==> src/rtl/core/pls_pkg.sv <==
package pls_pkg;

    // Defaults for the top-level parameters
    localparam int CAPACITY_DEF   = 64;
    localparam int ITEM_WIDTH_DEF = 32;

    // Fixed field widths
    localparam int CMD_W  = 2;
    localparam int POS_W  = 7;
    localparam int VAL_W  = 32;
    localparam int STAT_W = 2;
    localparam int LEN_W  = 7;

    // Stream packing, padded to whole bytes
    localparam int S_TDATA_W = 40;
    localparam int M_TDATA_W = 48;

    // Cells per leaf of the registered read tree
    localparam int GROUP = 8;

    typedef enum logic [CMD_W-1:0] {
        CMD_INSERT   = 2'd0,
        CMD_REMOVE   = 2'd1,
        CMD_RETRIEVE = 2'd2
    } cmd_t;

    typedef enum logic [STAT_W-1:0] {
        ST_OK    = 2'd0,
        ST_RANGE = 2'd1,
        ST_FULL  = 2'd2
    } status_t;

    // Control broadcast to every cell for one request
    typedef struct packed {
        logic             ins;  // validated insert
        logic             rem;  // validated remove
        logic             rd;   // validated retrieve
        logic [POS_W-1:0] at;   // zero-based target index
    } cell_ctl_t;

endpackage

==> src/rtl/core/pls_cell.sv <==
module pls_cell #(
    parameter int ITEM_WIDTH = pls_pkg::ITEM_WIDTH_DEF,
    parameter int INDEX      = 0
) (
    input  logic                  clk,
    input  pls_pkg::cell_ctl_t    ctl,
    input  logic [ITEM_WIDTH-1:0] new_item,
    input  logic [ITEM_WIDTH-1:0] left_item,   // item of cell INDEX-1
    input  logic [ITEM_WIDTH-1:0] right_item,  // item of cell INDEX+1
    output logic [ITEM_WIDTH-1:0] item,
    output logic [ITEM_WIDTH-1:0] rd_item      // item when read here, else zero
);
    import pls_pkg::*;

    // Cells past the reach of the position field saturate; they are never hit.
    localparam logic [POS_W:0] IDX_SAT = (INDEX >= (1 << POS_W)) ?
                                         (POS_W+1)'(1 << POS_W) : (POS_W+1)'(INDEX);

    logic [ITEM_WIDTH-1:0] item_reg;
    logic [ITEM_WIDTH-1:0] item_next;
    logic [POS_W:0]        at_ext;
    logic                  hit;
    logic                  after;

    assign at_ext = {1'b0, ctl.at};
    assign hit    = (at_ext == IDX_SAT);
    assign after  = (at_ext < IDX_SAT);

    always_comb
    begin
        item_next = item_reg;
        if (ctl.ins)
        begin
            if (hit)
                item_next = new_item;
            else if (after)
                item_next = left_item;
        end
        else if (ctl.rem && (hit || after))
        begin
            item_next = right_item;
        end
    end

    always_ff @(posedge clk)
    begin
        item_reg <= item_next;
    end

    assign item    = item_reg;
    assign rd_item = (ctl.rd && hit) ? item_reg : '0;

endmodule
==> config.mk <==
export PLATFORM = sky130hd
export DESIGN_NAME = pls_cell
export DESIGN_NICKNAME = d
export VERILOG_FILES = /design/src/rtl/core/pls_pkg.sv /design/src/rtl/core/pls_cell.sv
export SDC_FILE = /design/constraint.sdc
export NUM_CORES = 1
export LEC_CHECK = 0
export BUFFER_PORTS_ARGS = -buffer_cell sky130_fd_sc_hd__buf_2
export CORE_MARGIN = 2
export CORE_UTILIZATION = 39
export CTS_BUF_LIST = sky130_fd_sc_hd__clkbuf_8
export DETAILED_ROUTE_END_ITERATION = 7
export GPL_ROUTABILITY_DRIVEN = 0
export HOLD_SLACK_MARGIN = 0.06
export PLACE_DENSITY = 0.86
export SYNTH_ARGS = -nofsm -noshare
export SYNTH_HDL_FRONTEND = slang
export SYNTH_SLANG_ARGS = --single-unit
==> constraint.sdc <==
create_clock -name clk -period 4.3 [get_ports clk]
set_clock_uncertainty 0.15 [all_clocks]
set_input_delay 0 -clock clk [delete_from_list [all_inputs] [get_ports clk]]
set_output_delay 0 -clock clk [all_outputs]
set_load 0.05 [all_outputs]
==> metrics.log <==
[metrics] status: completed
[metrics] adder-cell share of the synthesized area: 0%
[metrics] leading cell type in the layout, fill and taps excluded: buf_2
[metrics] portion of total power attributed to combinational logic: between 20% and 30%
[metrics] Critical Path End Type: output port
[metrics] maximum number of pins on one net before global-route repair: 34
[metrics] number of global-route vias before repair: 1772
[metrics] xor/xnor cell area share of the yosys netlist: 0%
[metrics] post-detailed-route via-to-cell ratio: 4.42
[metrics] critical path launch point type: primary input
[metrics] clk root buf: clkbuf_8
[metrics] fraction of the cycle the final worst path needs: between 40% and 50%
[metrics] count of input and output buffers: 138
[metrics] number of hold violations in the final report: 0
[metrics] part of the total power dissipated in the clock network: between 20% and 30%
[metrics] total leakage power: 1.53 nW
[metrics] final critical-path required period: 1950 ps
[metrics] Mapped Avg Cell Area: 13.2 um2
[metrics] slew of the pin with the lowest slew margin: between 1000 and 1500 ps
[metrics] Clock Tree Buf Depth: 2
[metrics] peak supply drop: 163 uV
[metrics] crit path launch: ctl[1]
[metrics] number of clock sinks seen by CTS: 32
[metrics] total of flip-flops plus latches after synthesis: 32
[metrics] setup tns final: 0 ps
[metrics] number of DRC markers in iteration 0: 88
[metrics] Net Sw Frac: 21.7%
[metrics] count of yosys warnings during synthesis: 0
[metrics] Inserted Clock Buffers: 5
[metrics] leading post-synthesis cells by cell area: edfxtp_1 (50%), mux2_2 (19%), nor3_2 (15%), inv_1 (6.3%), buf_12 (2.1%)
[metrics] layout cells sized above 1: 60.9%
[metrics] worst slew margin relative to its limit: 25.8%
[metrics] TritonCTS clock tree: yes
[metrics] final-stage net count: 450
[metrics] synthesized area: 1910 um2
[metrics] RSZ-0062 raised after global routing: no
[metrics] first drt pass iteration count: 4
[metrics] end point of the critical path: rd_item[2]
[metrics] critical path type: in2out
[metrics] top cell type by total area after synthesis: edfxtp_1
[metrics] number of standard cells after synthesis: 145
[metrics] starting utilization of the core area: 40.5%
[metrics] # Max-Cap Violations: 0
[metrics] number of rows created at floorplan: 25
[metrics] main combinational cell family by area after synthesis: multiplexers
[metrics] initial antenna violation count: 0
[metrics] most frequent cells in the layout: buf_2 (138), dlygate4sd3_1 (64), mux2_2 (32), inv_1 (32), edfxtp_1 (32)
[metrics] area fraction in compound gates after synthesis: 0%
[metrics] flip-flop count of the largest register, all copies and words added: 32
[metrics] wire length of the first global-routing pass: 8.04 mm
[metrics] total via count after detailed routing: 1814
[metrics] final setup violating endpoints: 0
[metrics] standard cell core area: 4720 um2
[metrics] average detailed-routed wire length per instance: 13.6 um
[metrics] Sequential Power Share: 49.7%
[metrics] full die area: 5480 um2
[metrics] count of buffers added by post-CTS timing repair for setup: 0
[metrics] final-report max-slew violation count: 0
[metrics] total length of routed wires: approximately 5.6 mm
[metrics] number of top-level pins: 171
[metrics] CP Data Required Time: 4150 ps
[metrics] area delta synth->final: 72.8%
[metrics] net switching power: about 0.15 mW
[metrics] # H-tree levels: 2
[metrics] Yosys cell types: 16
[metrics] Peak Freq: 512 MHz
[metrics] clock-pin slew on the worst setup and hold paths: 60 ps
[metrics] antenna diode count: 0
[metrics] multiplexer share of the synthesized area: 18.8%
[metrics] post-synthesis sequential area ratio: about half
[metrics] maximum fanout count along the critical path: 32
[metrics] DIE WIDTH: roughly 74 um
[metrics] Data arrival, critical path: 1800 ps
[metrics] global router's overall resource usage: 19.8%
[metrics] synthesized netlist net count: 252
[metrics] detailed placement HPWL: 3.26 mm
[metrics] number of nets with antenna violations after routing: 0
[metrics] Remaining DRCs: 0
[metrics] Power Density: about 210 nW/um2
[metrics] Int Pwr: 0.549 mW
[metrics] overall die height: 74.0 um
[metrics] class of the tightest hold or removal check: in2reg
[metrics] GRT overflow: 0
[metrics] area fraction in and, or, nand and nor cells after synthesis: 18.8%
[metrics] area share of the largest cell type after synthesis: ~50%
[metrics] final-layout worst hold slack: 275 ps
## final cells by class
| class | count | area [um2] |
|---|---|---|
| Clock buffer | 5 | 68.8 |
| Inverter | 32 | 120 |
| Multi-Input combinational cell | 69 | 724 |
| Clock inverter | 2 | 7.51 |
| Fill cell | 363 | 1420 |
| Tap cell | 67 | 83.8 |
| Timing Repair Buffer | 203 | 1340 |
| Sequential cell | 32 | 961 |
## logic make-up after synthesis
group | after synthesis
AND/OR/NAND/NOR | 37
flip-flops | 32
buffers and inverters | 44
multiplexers | 32
## cell usage after synthesis, drive strengths merged
cell    count
buf        10
clkbuf      2
edfxtp     32
inv        32
mux2       32
nor2        1
nor3       33
or3         1
or4         1
or4b        1
## critical path: stages
cell and delay [ps]:
buf_2 100, or4b_2 1140, nor3_2 260, buf_2 300
## repair_timing
item | in CTS | in global routing
hold endpoints to repair | 32 | 0
gates resized for setup | 0 | 0
hold buffers | 64 | 0
## power groups by stage
stage / clock network [mW] / logic, mW / registers (mW)
after CTS: 0.214 / 0.140 / 0.348
after floorplan: 0 / 0.0452 / 0.361
after global placement: 0 / 0.0826 / 0.355
after detailed placement: 0 / 0.0859 / 0.355
final: 0.209 / 0.144 / 0.348
after global routing: 0.223 / 0.155 / 0.348
## stage by stage
stage          std cells  util (%)  area (um2)  power [mW]  setup WS (ps)
2_1_floorplan        145         -        1910       0.406            768
3_3_place_gp         339      54.8        2590       0.437           2210
3_5_place_dp         339      54.8        2590       0.441           2210
4_1_cts              410      70.0        3300       0.703           2330
5_1_grt              410      70.0        3300       0.726           2260
6_report             410      70.0        3300       0.701           2350
## layer usage
metal | wire, um | global-route usage (%) | vias up
met5 | 0 | 0 | -
met4 | 73 | 6.67 | 0
met3 | 275 | 2.98 | 6
met2 | 3200 | 39.7 | 72
met1 | 2050 | 20.8 | 847
li1 | - | - | 889
## worst min-delay path by stage
stage | from | cells past startpoint | endpoint
6_report | ctl[3] | 4 | item[24]
5_1_grt | ctl[0] | 4 | item[8]
4_1_cts | ctl[0] | 4 | item[16]
3_5_place_dp | new_item[12] | 2 | item[12]
3_3_place_gp | new_item[4] | 2 | item[4]
2_1_floorplan | right_item[0] | 1 | item[0]
Power figures use the tool's default switching activity.
